**src/rtl/core/positional_char_list_defines.svh**
```systemverilog
// Assertion macros for the positional character list.
// Included by the RTL files that check their own control logic.
`ifndef POSITIONAL_CHAR_LIST_DEFINES_SVH
`define POSITIONAL_CHAR_LIST_DEFINES_SVH

`ifndef SYNTHESIS
`define PLC_ASSERT_IMP(lbl, clk, rst_n, pre, post) \
    lbl: assert property (@(posedge clk) disable iff (!rst_n) (pre) |-> (post)) \
        else $error("plc assertion failed");
`define PLC_ASSERT_NXT(lbl, clk, rst_n, pre, post) \
    lbl: assert property (@(posedge clk) disable iff (!rst_n) (pre) |=> (post)) \
        else $error("plc assertion failed");
`else
`define PLC_ASSERT_IMP(lbl, clk, rst_n, pre, post)
`define PLC_ASSERT_NXT(lbl, clk, rst_n, pre, post)
`endif

`endif

```
**src/rtl/core/plc_pkg.sv**
```systemverilog
// Shared types and constants of the positional character list.
// No dependencies; used by plc_cell and positional_char_list.
`default_nettype none

package plc_pkg;

    localparam int POS_W      = 6;
    localparam int CHAR_W     = 8;
    localparam int CAPACITY_D = 32;

    typedef enum logic [1:0] {
        OP_ADD   = 2'd0,
        OP_DEL   = 2'd1,
        OP_GET   = 2'd2,
        OP_PRINT = 2'd3
    } t_op;

    typedef enum logic [1:0] {
        ST_CHAR    = 2'd0,
        ST_EMPTY   = 2'd1,
        ST_INVALID = 2'd2,
        ST_FULL    = 2'd3
    } t_status;

    typedef enum logic [1:0] {
        CMD_HOLD = 2'd0,
        CMD_INS  = 2'd1,
        CMD_DEL  = 2'd2,
        CMD_ROT  = 2'd3
    } t_cell_cmd;

    typedef struct packed {
        t_cell_cmd        cmd;
        logic [POS_W-1:0] sel;
    } t_cell_ctl;

    typedef struct packed {
        t_op               op;
        logic [POS_W-1:0]  position;
        logic [CHAR_W-1:0] item;
    } t_in;

    typedef struct packed {
        t_status           status;
        logic [CHAR_W-1:0] character;
        logic              last;
    } t_out;

endpackage

`default_nettype wire

```
**src/rtl/core/positional_char_list.sv**
```systemverilog
// Positional character list: an ordered list of up to CAPACITY characters in a
// row of cells, addressed by 1-based position. Add and delete shift all cells in
// parallel, so one add, delete or get is taken per cycle while the output
// register drains. Print streams one character per cycle while the output is
// accepted, by rotating the chain toward cell 0; the list is back in order
// when it ends. Depends on plc_pkg, plc_cell and the defines header.
`default_nettype none
`include "positional_char_list_defines.svh"

module positional_char_list #(
    parameter int CAPACITY = plc_pkg::CAPACITY_D
) (
    input  wire logic          i_clk,
    input  wire logic          i_rst_n,
    input  wire logic          i_in_valid,
    output logic               o_in_ready,
    input  wire plc_pkg::t_in  i_in_data,
    output logic               o_out_valid,
    input  wire logic          i_out_ready,
    output plc_pkg::t_out      o_out_data
);
    import plc_pkg::*;

    localparam int CNT_W = $clog2(CAPACITY + 1);
    localparam int IDX_W = (CAPACITY > 1) ? $clog2(CAPACITY) : 1;
    localparam int CMP_W = (CNT_W + 1 > POS_W) ? CNT_W + 1 : POS_W;

    typedef enum logic {
        S_IDLE,
        S_PRINT
    } t_state;

    t_state            r_state;
    logic [CNT_W-1:0]  r_count;
    logic [CNT_W-1:0]  r_left;
    logic              r_out_valid;
    t_out              r_out;

    logic              w_slot;
    logic              w_accept;
    logic              w_load;
    logic [POS_W-1:0]  w_k;
    logic [CMP_W-1:0]  w_pos_c;
    logic [CMP_W-1:0]  w_cnt_c;
    logic              w_add_bad;
    logic              w_rd_bad;
    logic              w_full;
    t_cell_ctl         w_ctl;
    logic [CHAR_W-1:0] w_cells [CAPACITY];
    logic [CHAR_W-1:0] w_get;

    assign w_slot     = !r_out_valid || i_out_ready;
    assign o_in_ready = (r_state == S_IDLE) && w_slot;
    assign w_accept   = i_in_valid && o_in_ready;

    assign w_k       = i_in_data.position - 1'b1;
    assign w_pos_c   = CMP_W'(i_in_data.position);
    assign w_cnt_c   = CMP_W'(r_count);
    assign w_add_bad = (i_in_data.position == '0) || (w_pos_c > w_cnt_c + 1'b1);
    assign w_rd_bad  = (i_in_data.position == '0) || (w_pos_c > w_cnt_c);
    assign w_full    = (r_count == CNT_W'(CAPACITY));
    assign w_get     = w_cells[w_k[IDX_W-1:0]];

    assign w_load = (w_ctl.cmd == CMD_ROT) ||
                    (w_accept && (w_ctl.cmd == CMD_HOLD) &&
                     !(i_in_data.op == OP_PRINT && r_count != '0));

    always_comb begin
        w_ctl.cmd = CMD_HOLD;
        w_ctl.sel = w_k;
        if (r_state == S_PRINT) begin
            w_ctl.sel = POS_W'(r_count - 1'b1);
            if (w_slot) begin
                w_ctl.cmd = CMD_ROT;
            end
        end else if (w_accept) begin
            if (i_in_data.op == OP_ADD && !w_add_bad && !w_full) begin
                w_ctl.cmd = CMD_INS;
            end else if (i_in_data.op == OP_DEL && !w_rd_bad) begin
                w_ctl.cmd = CMD_DEL;
            end
        end
    end

    for (genvar g = 0; g < CAPACITY; g++) begin : g_cell
        logic [CHAR_W-1:0] w_left;
        logic [CHAR_W-1:0] w_right;
        if (g == 0) begin : g_first
            assign w_left = '0;
        end else begin : g_mid
            assign w_left = w_cells[g-1];
        end
        if (g == CAPACITY - 1) begin : g_end
            assign w_right = '0;
        end else begin : g_body
            assign w_right = w_cells[g+1];
        end
        plc_cell #(
            .INDEX (g)
        ) u_cell (
            .i_clk   (i_clk),
            .i_ctl   (w_ctl),
            .i_left  (w_left),
            .i_right (w_right),
            .i_head  (w_cells[0]),
            .i_item  (i_in_data.item),
            .o_data  (w_cells[g])
        );
    end

    always_ff @(posedge i_clk) begin
        if (!i_rst_n) begin
            r_state     <= S_IDLE;
            r_count     <= '0;
            r_left      <= '0;
            r_out_valid <= 1'b0;
        end else begin
            if (r_out_valid && i_out_ready && !w_load) begin
                r_out_valid <= 1'b0;
            end
            unique case (r_state)
                S_IDLE: begin
                    if (w_accept) begin
                        unique case (i_in_data.op)
                            OP_ADD: begin
                                if (w_add_bad) begin
                                    r_out_valid <= 1'b1;
                                    r_out       <= '{ST_INVALID, '0, 1'b1};
                                end else if (w_full) begin
                                    r_out_valid <= 1'b1;
                                    r_out       <= '{ST_FULL, '0, 1'b1};
                                end else begin
                                    r_count <= r_count + 1'b1;
                                end
                            end
                            OP_DEL: begin
                                if (w_rd_bad) begin
                                    r_out_valid <= 1'b1;
                                    r_out       <= '{ST_INVALID, '0, 1'b1};
                                end else begin
                                    r_count <= r_count - 1'b1;
                                end
                            end
                            OP_GET: begin
                                r_out_valid <= 1'b1;
                                if (w_rd_bad) begin
                                    r_out <= '{ST_INVALID, '0, 1'b1};
                                end else begin
                                    r_out <= '{ST_CHAR, w_get, 1'b1};
                                end
                            end
                            OP_PRINT: begin
                                if (r_count == '0) begin
                                    r_out_valid <= 1'b1;
                                    r_out       <= '{ST_EMPTY, '0, 1'b1};
                                end else begin
                                    r_state <= S_PRINT;
                                    r_left  <= r_count;
                                end
                            end
                            default: r_state <= S_IDLE;
                        endcase
                    end
                end
                S_PRINT: begin
                    if (w_slot) begin
                        r_out_valid <= 1'b1;
                        r_out       <= '{ST_CHAR, w_cells[0], (r_left == CNT_W'(1))};
                        r_left      <= r_left - 1'b1;
                        if (r_left == CNT_W'(1)) begin
                            r_state <= S_IDLE;
                        end
                    end
                end
                default: r_state <= S_IDLE;
            endcase
        end
    end

    assign o_out_valid = r_out_valid;
    assign o_out_data  = r_out;

    `PLC_ASSERT_IMP(a_count_cap, i_clk, i_rst_n, 1'b1, r_count <= CNT_W'(CAPACITY))
    `PLC_ASSERT_IMP(a_print_left, i_clk, i_rst_n, r_state == S_PRINT, r_left != '0)
    `PLC_ASSERT_IMP(a_stall_block, i_clk, i_rst_n, r_out_valid && !i_out_ready, !o_in_ready)
    `PLC_ASSERT_NXT(a_print_end, i_clk, i_rst_n,
        r_state == S_PRINT && w_slot && r_left == CNT_W'(1),
        r_state == S_IDLE && r_out_valid && r_out.last)

endmodule

`default_nettype wire

```
**src/rtl/core/plc_cell.sv**
```systemverilog
// One storage cell of the list chain: holds one character and takes its
// neighbor's, the item or the head character on the broadcast command. Uses plc_pkg.
`default_nettype none

module plc_cell #(
    parameter int INDEX = 0
) (
    input  wire logic                      i_clk,
    input  wire plc_pkg::t_cell_ctl        i_ctl,
    input  wire logic [plc_pkg::CHAR_W-1:0] i_left,
    input  wire logic [plc_pkg::CHAR_W-1:0] i_right,
    input  wire logic [plc_pkg::CHAR_W-1:0] i_head,
    input  wire logic [plc_pkg::CHAR_W-1:0] i_item,
    output logic      [plc_pkg::CHAR_W-1:0] o_data
);
    import plc_pkg::*;

    localparam logic [POS_W-1:0] IDX = POS_W'(INDEX);

    logic [CHAR_W-1:0] r_data;
    logic [CHAR_W-1:0] n_data;

    always_comb begin
        n_data = r_data;
        unique case (i_ctl.cmd)
            CMD_HOLD: n_data = r_data;
            CMD_INS: begin
                if (IDX > i_ctl.sel) begin
                    n_data = i_left;
                end else if (IDX == i_ctl.sel) begin
                    n_data = i_item;
                end
            end
            CMD_DEL: begin
                if (IDX >= i_ctl.sel) begin
                    n_data = i_right;
                end
            end
            CMD_ROT: begin
                if (IDX == i_ctl.sel) begin
                    n_data = i_head;
                end else if (IDX < i_ctl.sel) begin
                    n_data = i_right;
                end
            end
            default: n_data = r_data;
        endcase
    end

    always_ff @(posedge i_clk) begin
        r_data <= n_data;
    end

    assign o_data = r_data;

endmodule

`default_nettype wire
```
**config.mk**
```make
export PLATFORM = sky130hd
export DESIGN_NAME = positional_char_list
export DESIGN_NICKNAME = d
export VERILOG_FILES = /design/src/rtl/core/plc_pkg.sv /design/src/rtl/core/positional_char_list.sv /design/src/rtl/core/plc_cell.sv
export VERILOG_INCLUDE_DIRS = /design/src /design/src/rtl/core
export SDC_FILE = /design/constraint.sdc
export NUM_CORES = 1
export LEC_CHECK = 0
export BUFFER_PORTS_ARGS = -buffer_cell sky130_fd_sc_hd__buf_2
export CAP_MARGIN = 20
export CORE_MARGIN = 10
export CORE_UTILIZATION = 35
export CTS_BUF_LIST = sky130_fd_sc_hd__clkbuf_4
export CTS_CLUSTER_DIAMETER = 80
export DETAILED_ROUTE_END_ITERATION = 10
export SYNTH_ARGS = -nofsm -noshare
export SYNTH_HDL_FRONTEND = slang
export SYNTH_SLANG_ARGS = --single-unit
```
**constraint.sdc**
```tcl
create_clock -name i_clk -period 4.4 [get_ports i_clk]
set_input_delay 0.66 -clock i_clk [delete_from_list [all_inputs] [get_ports i_clk]]
set_output_delay 0.66 -clock i_clk [all_outputs]
set_load 0.01 [all_outputs]
```
Word-level counts from Yosys, hierarchy flattened. Index checks and enable logic that the tools add are counted. W data, S select, Z words.

Flip-flop bits (word level): 281. Bits of input ports: 20. Output and inout port bits: 13.

Add/subtract/negate cells: 5. Order comparisons: 99. Equality and inequality tests: 146. Muxes and demuxes: 234. Bitwise logic cells: 3. Reductions and logical operators: 62.

Operators by type and width (number): $mux W8 (162); $pmux W8 S3 (32); $ne A3 B1 Y1 const B (63); $reduce_and A4 Y1 (32); $eq A5 B6 Y1 const A (16); $ge A5 B6 Y1 const A (16); $gt A5 B6 Y1 const A (16); $lt A5 B6 Y1 const A (16); $mux W11 (7); $ne A2 B1 Y1 const B (35); $eq A4 B6 Y1 const A (8); $ge A4 B6 Y1 const A (8); $gt A4 B6 Y1 const A (8); $lt A4 B6 Y1 const A (8); $mux W6 (8); $pmux W11 S4 (1); $bmux W8 S5 (1); $eq A3 B6 Y1 const A (4); $ge A3 B6 Y1 const A (4); $gt A3 B6 Y1 const A (4); $lt A3 B6 Y1 const A (4); $pmux W6 S2 (2); $pmux W11 S2 (1); $logic_not A6 Y1 (3); other kinds (36) (90).

Longest topological paths before layout. Gate-level depths: netlist of run 1.

Depth in word-level cells: 21. Gate-level depth with buffers: 14. Mapped depth without buffers: 11.

Cells and area by module. Synthesis of run 1 repeated with hierarchy kept, for this count alone.

Cells, all modules: 2175. Area, all modules: 22843.2 um^2.

By module, submodules not included: positional_char_list (times used 1, cells each 345, area each 3942.5 um^2, sequential area each 610.6 um^2); plc_cell at g_cell[17].u_cell (times used 1, cells each 71, area each 754.5 um^2, sequential area each 240.2 um^2); plc_cell at g_cell[9].u_cell (times used 1, cells each 77, area each 698.2 um^2, sequential area each 240.2 um^2); plc_cell at g_cell[24].u_cell (times used 1, cells each 63, area each 644.4 um^2, sequential area each 240.2 um^2); plc_cell at g_cell[2].u_cell (times used 1, cells each 65, area each 639.4 um^2, sequential area each 240.2 um^2); plc_cell at g_cell[1].u_cell (times used 1, cells each 67, area each 635.6 um^2, sequential area each 240.2 um^2); plc_cell at g_cell[30].u_cell (times used 1, cells each 72, area each 630.6 um^2, sequential area each 240.2 um^2); plc_cell at g_cell[13].u_cell (times used 1, cells each 66, area each 624.3 um^2, sequential area each 240.2 um^2); plc_cell at g_cell[4].u_cell (times used 1, cells each 62, area each 624.3 um^2, sequential area each 240.2 um^2); plc_cell at g_cell[16].u_cell (times used 1, cells each 64, area each 615.6 um^2, sequential area each 240.2 um^2); plc_cell at g_cell[12].u_cell (times used 1, cells each 56, area each 610.6 um^2, sequential area each 240.2 um^2); plc_cell at g_cell[10].u_cell (times used 1, cells each 54, area each 606.8 um^2, sequential area each 240.2 um^2); plc_cell at g_cell[14].u_cell (times used 1, cells each 54, area each 605.6 um^2, sequential area each 240.2 um^2); plc_cell at g_cell[8].u_cell (times used 1, cells each 55, area each 596.8 um^2, sequential area each 240.2 um^2); 19 more rows.

Least setup slack after synthesis of run 1. Ideal clock, no wire load.

Path type: input -> register. Start: input port i_in_data[8] (netlist bit). End: register g_cell[26].u_cell.r_data[0], enable pin. Arrival: 3726 ps. Path slack: 286 ps. Stages: 11. Buffers on the path: 4. Path through: buf_2 buf_2 inv_1 ha_1 or3b_1 xor2_2 o22ai_4 a22o_1 buf_2 buf_2 o32ai_1.

Word-level cells in the longest chain between the ends: 11. Elaborated cells between the ends (all ways): 29.

Ends and longest elaborated chain: start: declaration (line positional_char_list.sv:17) `input wire plc_pkg::t_in i_in_data,`; $gt A6 B6 Y1 (tied with other cells) (line positional_char_list.sv:60) `assign w_rd_bad = (i_in_data.position == '0) || (w_pos_c > w_cnt_c);`; $logic_or A1 B1 Y1 (on tied branches) (line positional_char_list.sv:60, positional_char_list.sv:59); $logic_not A1 Y1 (on tied branches) (line positional_char_list.sv:79, positional_char_list.sv:77); $logic_and A1 B1 Y1 (on tied branches) (line positional_char_list.sv:79, positional_char_list.sv:77); $mux W2 or $logic_and A1 B1 Y1 (tied branches) (line positional_char_list.sv:79, positional_char_list.sv:77); $mux W2 (line positional_char_list.sv:77) `if (i_in_data.op == OP_ADD && !w_add_bad && !w_full) begin`; $mux W2 (line positional_char_list.sv:76) `end else if (w_accept) begin`; $mux W2 (line positional_char_list.sv:71) `if (r_state == S_PRINT) begin`; $eq A2 B1 Y1 (tied with other cells) (line plc_cell.sv:25) `unique case (i_ctl.cmd)`; $ne A3 B1 Y1 (no line) (tied with other cells); $reduce_and A4 Y1 (no line) (*); end signal: assignment (line plc_cell.sv:51) `r_data <= n_data;`; end: declaration (line plc_cell.sv:20) `logic [CHAR_W-1:0] r_data;`.

Every way passes the cells marked *; elsewhere a longest branch is shown, timed or not. A chain may end at the register's enable or synchronous reset.

Final worst setup path of run 1.
Start: register r_count[4]. End: register g_cell[3].u_cell.r_data[5], data pin.

Word-level cells in the longest chain between the ends: 11. Elaborated cells between the ends (all ways): 26.

Ends and longest elaborated chain: start: declaration (line positional_char_list.sv:34) `logic [CNT_W-1:0] r_count;`; start signal: assignment (line positional_char_list.sv:133) `r_count <= r_count + 1'b1;`; start signal: assignment (line positional_char_list.sv:141) `r_count <= r_count - 1'b1;`; $add A6 B1 Y7 (line positional_char_list.sv:59) `assign w_add_bad = (i_in_data.position == '0) || (w_pos_c > w_cnt_c + 1'b1);`; $gt A6 B7 Y1 (line positional_char_list.sv:59); $logic_or A1 B1 Y1 (line positional_char_list.sv:59); $logic_not A1 Y1 (line positional_char_list.sv:77); $logic_and A1 B1 Y1 (2 in a row) (line positional_char_list.sv:77); $mux W2 (line positional_char_list.sv:77); $mux W2 (line positional_char_list.sv:76); $mux W2 (line positional_char_list.sv:71); $eq A2 B2 Y1 or $eq A2 B1 Y1 (tied branches) (line plc_cell.sv:25); $pmux W8 S3 (*) (line plc_cell.sv:25); net g_cell[3].u_cell.n_data[5] (line plc_cell.sv:21) `logic [CHAR_W-1:0] n_data;`; end signal: assignment (line plc_cell.sv:51); end: declaration (line plc_cell.sv:20).

Mark *: on every way through the listed nets, which the timed path passes. The rest lies on a longest branch.

==> results of run 1 <==
## layer usage
layer,part of all wire,track usage
met2,0.43,0.3717
met5,0.00030,0
met4,0.059,0.1335
met1,0.38,0.3271
met3,0.13,0.06810
## power by group
| part | leakage (nW) | switching [W] | internal, W | total, W |
|---|---|---|---|---|
| combinational | 4.59 | 0.00115 | 0.000724 | 0.00187 |
| clock | 0.626 | 0.00128 | 0.00137 | 0.00265 |
| sequential | 2.53 | 0.000100 | 0.00310 | 0.00320 |
| total | 7.75 | 0.00253 | 0.00520 | 0.00773 |
## layout make-up
type	count	area [um2]
inverters	23	86.33
fillers	5608	34760
clock inverters	22	142.6
clock buffers	121	908.4
repair buffers	155	1121
well taps	765	957.2
multi-input cells	1404	11190
diodes	1	2.502
flip-flops and latches	281	8299
## synthesized netlist by cell type (6+ instances only)
cell type	count	share of area
sky130_fd_sc_hd__edfxtp_1	267	0.40
sky130_fd_sc_hd__mux2i_1	173	0.085
sky130_fd_sc_hd__nand2_1	166	0.031
sky130_fd_sc_hd__nor2_1	131	0.024
sky130_fd_sc_hd__a21oi_1	98	0.024
sky130_fd_sc_hd__nand3_1	97	0.024
sky130_fd_sc_hd__clkbuf_1	96	0.018
sky130_fd_sc_hd__a221o_1	91	0.045
sky130_fd_sc_hd__o21ai_0	81	0.020
sky130_fd_sc_hd__mux4_2	80	0.089
sky130_fd_sc_hd__a22oi_1	58	0.021
sky130_fd_sc_hd__buf_2	43	0.011
sky130_fd_sc_hd__o221ai_1	34	0.015
sky130_fd_sc_hd__o211ai_1	29	0.011
sky130_fd_sc_hd__mux2_2	25	0.014
sky130_fd_sc_hd__o22ai_1	24	0.0074
sky130_fd_sc_hd__a31oi_1	21	0.0065
sky130_fd_sc_hd__inv_1	21	0.0039
sky130_fd_sc_hd__nor3_1	21	0.0052
sky130_fd_sc_hd__ha_1	19	0.012
sky130_fd_sc_hd__and3_1	17	0.0052
sky130_fd_sc_hd__buf_1	17	0.0031
sky130_fd_sc_hd__dfxtp_1	14	0.014
sky130_fd_sc_hd__a21o_1	13	0.0048
sky130_fd_sc_hd__a32oi_1	12	0.0052
sky130_fd_sc_hd__buf_4	12	0.0044
sky130_fd_sc_hd__nand2b_1	10	0.0031
sky130_fd_sc_hd__xnor2_1	10	0.0043
sky130_fd_sc_hd__a21oi_2	9	0.0039
sky130_fd_sc_hd__a221oi_1	9	0.0039
sky130_fd_sc_hd__a22o_1	9	0.0039
sky130_fd_sc_hd__nor2b_1	8	0.0025
sky130_fd_sc_hd__o311a_1	8	0.0040
sky130_fd_sc_hd__a211oi_1	7	0.0026
sky130_fd_sc_hd__nor3_4	7	0.0056
sky130_fd_sc_hd__o21ai_1	7	0.0017
sky130_fd_sc_hd__o31a_1	7	0.0030
sky130_fd_sc_hd__o32ai_1	7	0.0030
sky130_fd_sc_hd__a2bb2oi_1	6	0.0026
sky130_fd_sc_hd__nor2_2	6	0.0019
sky130_fd_sc_hd__nor2_4	6	0.0033
sky130_fd_sc_hd__o21a_1	6	0.0022
## worst max-delay path, stage by stage, from the launching register on
cell and delay, ps:
sky130_fd_sc_hd__dfxtp_1 540, sky130_fd_sc_hd__clkinv_1 350, sky130_fd_sc_hd__ha_1 400, sky130_fd_sc_hd__and4_1 200, sky130_fd_sc_hd__nor3b_1 150, sky130_fd_sc_hd__o211ai_1 280, sky130_fd_sc_hd__buf_4 200, sky130_fd_sc_hd__o21a_4 530
sky130_fd_sc_hd__nor2_1 330, sky130_fd_sc_hd__buf_4 260, sky130_fd_sc_hd__a221oi_1 500
## final timing paths
path | end | startpoint
worst min register to register | r_left[0]$_SDFFE_PN0P_ | r_left[0]$_SDFFE_PN0P_
worst max-delay path | g_cell[3].u_cell.o_data[5]$_DFFE_PP_ | r_count[4]$_SDFFE_PN0P_
worst min-delay path | r_left[4]$_SDFFE_PN0P_ | i_rst_n
worst max register to register | g_cell[3].u_cell.o_data[5]$_DFFE_PP_ | r_count[4]$_SDFFE_PN0P_
## sequential cells by signal, indices dropped and copies added, names as in the netlist
register	flops
o_out_data	11
r_left	6
r_state	1
o_out_valid	1
g_cell.u_cell.o_data	256
r_count	6
## cell families after synthesis
| family | after synthesis |
|---|---|
| AND/OR/NAND/NOR | 517 |
| flip-flops | 281 |
| XOR/XNOR | 11 |
| buffers and inverters | 195 |
| AO/OA/AOI/OAI | 577 |
| multiplexers | 280 |
| adder cells (fa/ha/maj) | 19 |
## placed cells by master (no fill, tap or decap), types with 34 or more instances in the layout
cell type / count
sky130_fd_sc_hd__clkbuf_4: 121
sky130_fd_sc_hd__o221ai_1: 34
sky130_fd_sc_hd__nand2_1: 165
sky130_fd_sc_hd__nor2_1: 131
sky130_fd_sc_hd__buf_4: 120
sky130_fd_sc_hd__a221o_1: 91
sky130_fd_sc_hd__mux2i_1: 173
sky130_fd_sc_hd__mux4_2: 80
sky130_fd_sc_hd__nand3_1: 97
sky130_fd_sc_hd__a21oi_1: 98
sky130_fd_sc_hd__a22oi_1: 57
sky130_fd_sc_hd__o21ai_0: 81
sky130_fd_sc_hd__edfxtp_1: 267
## stage by stage
stage                 util  instance area [um2]  hold WS [ps]  setup WS, ps
floorplan                -                20270         476.9         286.2
global route        0.3951                22710         67.79         137.5
finish              0.3951                22710         90.51         365.9
global placement    0.3766                21650         493.8         353.0
detailed placement  0.3766                21650         505.7         302.5
CTS                 0.3949                22700         48.20         266.2
==> results.toml, run 1 <==
[cts]
bufs_on_longest_clock_path = 3
h-tree-depth = 3
clock_pin_slew_worst_setup_and_hold_paths_ps = 70
cts_setup_buffers = 0
worst_skew_pair_later_pin_latency_ps = 880
clock_sink_count = 281
clock_tree.root_cell = "sky130_fd_sc_hd__clkbuf_4"
post_cts.resized_instances = 0
inserted_clock_buffers = 81
cts_tree = "done"
cts_hold_buffers = 0

[sta]
finalCriticalPeriod_ps = 4034
rsz0062_at_grt = "false"
timing.final.crit_share = 0.9168
timing.final.hold_violations = 0
finalSetupViolCount = 0
setup_total_negative_slack_ps = 0
upper_clock_frequency_limit_mhz = 247.9
clock_skew_ps = 72.37
slew_viol_final = 0
slew_headroom = 0.2628
tightest_slew_ps = 1102

[synth]
synth.avg_cell_area_um2 = 10.78
mappedNetlistNets = 1919
synth_ff_type = "sky130_fd_sc_hd__edfxtp_1"
yosys_register_bits = 281
synth_edf_count = 267
synth_top_family_by_area = "compound AO/OA/AOI/OAI gates"
post_synth_fa_ha_maj_area_fraction = 0.01173
synth.distinct_cells = 92
share_of_the_yosys_chip_area_belonging_to_registers = 0.4094
synth-xor-area-share = 0.005124
synth_compound_area_frac = 0.2143
synth.yosys.warnings = 0
async_reset_ff_frac = 0
synth_simple_gate_area_frac = 0.1274
number_of_standard_cells_after_synthesis = 1880
post_synth_mux_area_share = 0.1896
syn-cell-area_um2 = 20270

[finish]
finish.cell_count_without_fillers = 2772
drive_above_1_share = 0.2378
area_delta_synth_final_pct = 12.05
design.final.nets = 1985

[grt]
global_route.usage.total = 0.2501
global_route_wire_length_before_repair_mm = 125.6
grt_pass1_vias = 17789
grt_antenna_before_repair = 5
grt_start_max_net_pins = 84
grt.overflow.total = 0

[pwr]
static-leakage-power_nw = 7.752
cellPowerDensity_nw_per_um2 = 340.4
finalPower_w = 0.007730
ir_drop_mv = 0.1527

[floorplanning]
starting_density_of_the_core = 0.3526
ioPinCount = 33
design.die.area_um2 = 67940
dieWidth_um = 260.6
row_count = 88
placeableCoreArea_um2 = 57480
die_h_um = 260.6

[routing]
drc = 0
drtAntennaViolNets = 0
routed_wl_mm = 86.64
wire_per_inst_um = 31.26
route.vias.total = 18781
initialDrtViolationCount = 3081
first_pass_iters = 9
avgViaCountPerCell = 6.775

[place]
placedCellCount = 2627
io_buffers = 32
dp.final_hpwl_mm = 62.30
globalplace.congestion = 1.016

[min_path]
holdPathStages = 2
hold_path_class = "input pin to flip-flop"

[critical_path]
internal_reg_to_reg_setup_slack_ps = 370
critical_path_arrival_ps = 4580
crit_path_end_kind = "flip-flop"
path_max_fanout = 41
worst-setup-path-type = "flip-flop to flip-flop"
critical_path.startpoint_type = "flip-flop"
critical_path_required_ps = 4940
r2r.worst_path.cells = 10

[run]
maxCapViolations = 0

[status]
outcome = "completed"
Power figures use the tool's default switching activity.
==> run 2: changes to the inputs <==
--- a/config.mk
+++ b/config.mk
@@ -6,6 +6,7 @@
 export SDC_FILE = /design/constraint.sdc
 export NUM_CORES = 1
 export LEC_CHECK = 0
+export ABC_AREA = 1
 export BUFFER_PORTS_ARGS = -buffer_cell sky130_fd_sc_hd__buf_2
 export CAP_MARGIN = 20
 export CORE_MARGIN = 10
==> results.toml, run 2 <==
[floorplanning]
row_count = 98
starting_density_of_the_core = 0.3523
dieWidth_um = 288.0
die_h_um = 288.0
ioPinCount = 33
design.die.area_um2 = 82960
placeableCoreArea_um2 = 71360

[synth]
synth_ff_type = "sky130_fd_sc_hd__edfxtp_1"
synth_edf_count = 267
yosys_register_bits = 281
synth_top_cell_area_share = 0.3189
mappedNetlistNets = 3917
number_of_standard_cells_after_synthesis = 3878
yosysTopAreaCell = "sky130_fd_sc_hd__edfxtp_1"
yosys-top-cells-count = "1108 x sky130_fd_sc_hd__nand2_1, 423 x sky130_fd_sc_hd__inv_1, 410 x sky130_fd_sc_hd__nand3_1"
synth.avg_cell_area_um2 = 6.484
async_reset_ff_frac = 0
synth.distinct_cells = 47
synth.yosys.warnings = 0
synth_top_cells_by_area = "sky130_fd_sc_hd__edfxtp_1 32%, sky130_fd_sc_hd__nand2_1 17%, sky130_fd_sc_hd__nand3_1 8.2%"
syn-cell-area_um2 = 25140
share_of_the_yosys_chip_area_belonging_to_registers = 0.3300
post-synth-top-count-cell = "sky130_fd_sc_hd__nand2_1"

[sta]
finalCriticalPeriod_ps = 4045
slew_viol_final = 0
tightest_slew_ps = 1203
rsz0062_at_grt = "false"
slew_headroom = 0.1972
timing.final.hold_violations = 0
finalSetupViolCount = 0
upper_clock_frequency_limit_mhz = 247.2
setup_total_negative_slack_ps = 0
timing.final.crit_share = 0.9194
clock_skew_ps = 105.6

[cts]
cts_setup_buffers = 0
clock_tree.root_cell = "sky130_fd_sc_hd__clkbuf_4"
clock_sink_count = 281
h-tree-depth = 3
clock_pin_slew_worst_setup_and_hold_paths_ps = 60
worst_skew_pair_later_pin_latency_ps = 940
bufs_on_longest_clock_path = 3
cts_hold_buffers = 0
inserted_clock_buffers = 86
post_cts.resized_instances = 0
cts_tree = "done"

[critical_path]
timing.critical_path.max_delay_family = "simple AND/OR/NAND/NOR gates"
critical_path.startpoint_type = "flip-flop"
reg2reg_from = "r_count[0]$_SDFFE_PN0P_"
critical_path_required_ps = 4880
critPathBufInv = 2
internal_reg_to_reg_setup_slack_ps = 350
cells_along_the_critical_path = "inv_2 > nor3_1 > nand3_1 > xor2_1 > ha_1 > nand2_1 > nor2_1 > nand4_1 > nand2_1 > nand4_2 > o21bai_4 > nand3_2 > buf_4 > o21ai_0"
crit_path_end_kind = "flip-flop"
r2r.worst_path.cells = 14
path_max_fanout = 10
cp_slowest_stage_delay_ps = 850
critical_path_arrival_ps = 4520
worst_r2r_endpoint = "g_cell[23].u_cell.o_data[5]$_DFFE_PP_"
worst-setup-path-type = "flip-flop to flip-flop"
timing.critical_path.mode_cell = "sky130_fd_sc_hd__nand2_1"
crit_slowest_cell = "sky130_fd_sc_hd__o21ai_0"

[place]
io_buffers = 32
globalplace.congestion = 0.9875
dp.final_hpwl_mm = 71.97
place_area_um2 = 26070

[finish]
max_ffs_per_register = 256
final_area_um2 = 27170
fillCellCount = 7599
design.final.nets = 3849
area_delta_synth_final_pct = 8.056
drive_above_1_share = 0.1006
layout_commonest_cell = "sky130_fd_sc_hd__nand2_1"
layout.cells.most_common_list = "1106 x sky130_fd_sc_hd__nand2_1, 423 x sky130_fd_sc_hd__inv_1, 409 x sky130_fd_sc_hd__nand3_1, 321 x sky130_fd_sc_hd__o21ai_0, 267 x sky130_fd_sc_hd__edfxtp_1"

[pwr]
finalPower_w = 0.008718
cellPowerDensity_nw_per_um2 = 320.9
ir_drop_mv = 0.1515
static-leakage-power_nw = 12.08

[grt]
global_route_wire_length_before_repair_mm = 162.4
grt.overflow.total = 0
grt_start_max_net_pins = 231
grt_pass1_vias = 25251
global_route.usage.total = 0.2544
grt_antenna_before_repair = 4

[min_path]
min_from = "i_rst_n"
hold_path_class = "input pin to flip-flop"
holdPathStages = 3
worstHoldEndpoint = "r_left[0]$_SDFFE_PN0P_"

[routing]
initialDrtViolationCount = 3979
drc = 0
drtAntennaViolNets = 0
avgViaCountPerCell = 5.799
wire_per_inst_um = 22.66
route.vias.total = 27996
routed_wl_mm = 109.4
first_pass_iters = 6

[status]
outcome = "completed"

[run]
maxCapViolations = 0
-- run 2: logic make-up after synthesis --
group,Yosys count,synth area share
fa+ha+maj,19,0.009455
compound gates,737,0.1643
flops,281,0.3300
buf+inv,749,0.1234
xor+xnor,9,0.003434
simple gates,2083,0.3694
-- run 2: layout make-up --
type | count | area, um2 | area share
multi-input combinational | 2848 | 13800 | 0.5079
sequential | 281 | 8298 | 0.3054
inverter | 450 | 1698 | 0.06249
tap | 950 | 1189 | 0.04375
timing repair buffer | 143 | 1095 | 0.04029
clock buffer | 125 | 938.4 | 0.03454
clock inverter | 29 | 147.6 | 0.005434
antenna | 2 | 5.005 | 0.0001842
-- run 2: through the flow --
step	std cells	hold slack (ps)	util	setup slack (ps)
6_report	4828	132.1	0.3807	354.8
5_1_grt	4827	118.1	0.3807	58.13
4_1_cts	4824	59.46	0.3805	307.1
3_5_place_dp	4670	489.4	0.3653	336.0
3_3_place_gp	4669	490.5	0.3652	411.0
2_1_floorplan	3878	452.2	-	650.9
-- run 2: how the worst max path moves through the flow --
stage | startpoint | endpoint | slack [ps] | cells past startpoint
4_1_cts | r_count[0]$_SDFFE_PN0P_ | g_cell[16].u_cell.o_data[1]$_DFFE_PP_ | 310 | 14
5_1_grt | r_count[0]$_SDFFE_PN0P_ | g_cell[1].u_cell.o_data[6]$_DFFE_PP_ | 60 | 16
2_1_floorplan | i_in_data[8] | g_cell[29].u_cell.o_data[0]$_DFFE_PP_ | 650 | 13
3_5_place_dp | r_count[0]$_SDFFE_PN0P_ | g_cell[16].u_cell.o_data[6]$_DFFE_PP_ | 340 | 14
6_report | r_count[0]$_SDFFE_PN0P_ | g_cell[23].u_cell.o_data[5]$_DFFE_PP_ | 350 | 14
3_3_place_gp | r_count[0]$_SDFFE_PN0P_ | g_cell[16].u_cell.o_data[4]$_DFFE_PP_ | 410 | 15
-- run 2: worst min-delay path: stages --
cell	delay [ps]
sky130_fd_sc_hd__buf_2	160
sky130_fd_sc_hd__o21ai_0	90
sky130_fd_sc_hd__a21oi_1	40
-- run 2: report_power, final --
| part | switching, W | internal [W] | leakage, nW | total [W] |
|---|---|---|---|---|
| clock | 0.00137 | 0.00136 | 0.634 | 0.00273 |
| sequential | 0.000102 | 0.00320 | 2.54 | 0.00330 |
| combinational | 0.00195 | 0.000743 | 8.91 | 0.00269 |
-- run 2: per-layer routing --
metal | GRT usage | part of all wire
met5 | 0 | 0.00023
met4 | 0.1396 | 0.060
met3 | 0.06426 | 0.13
met2 | 0.3778 | 0.42
met1 | 0.3336 | 0.39
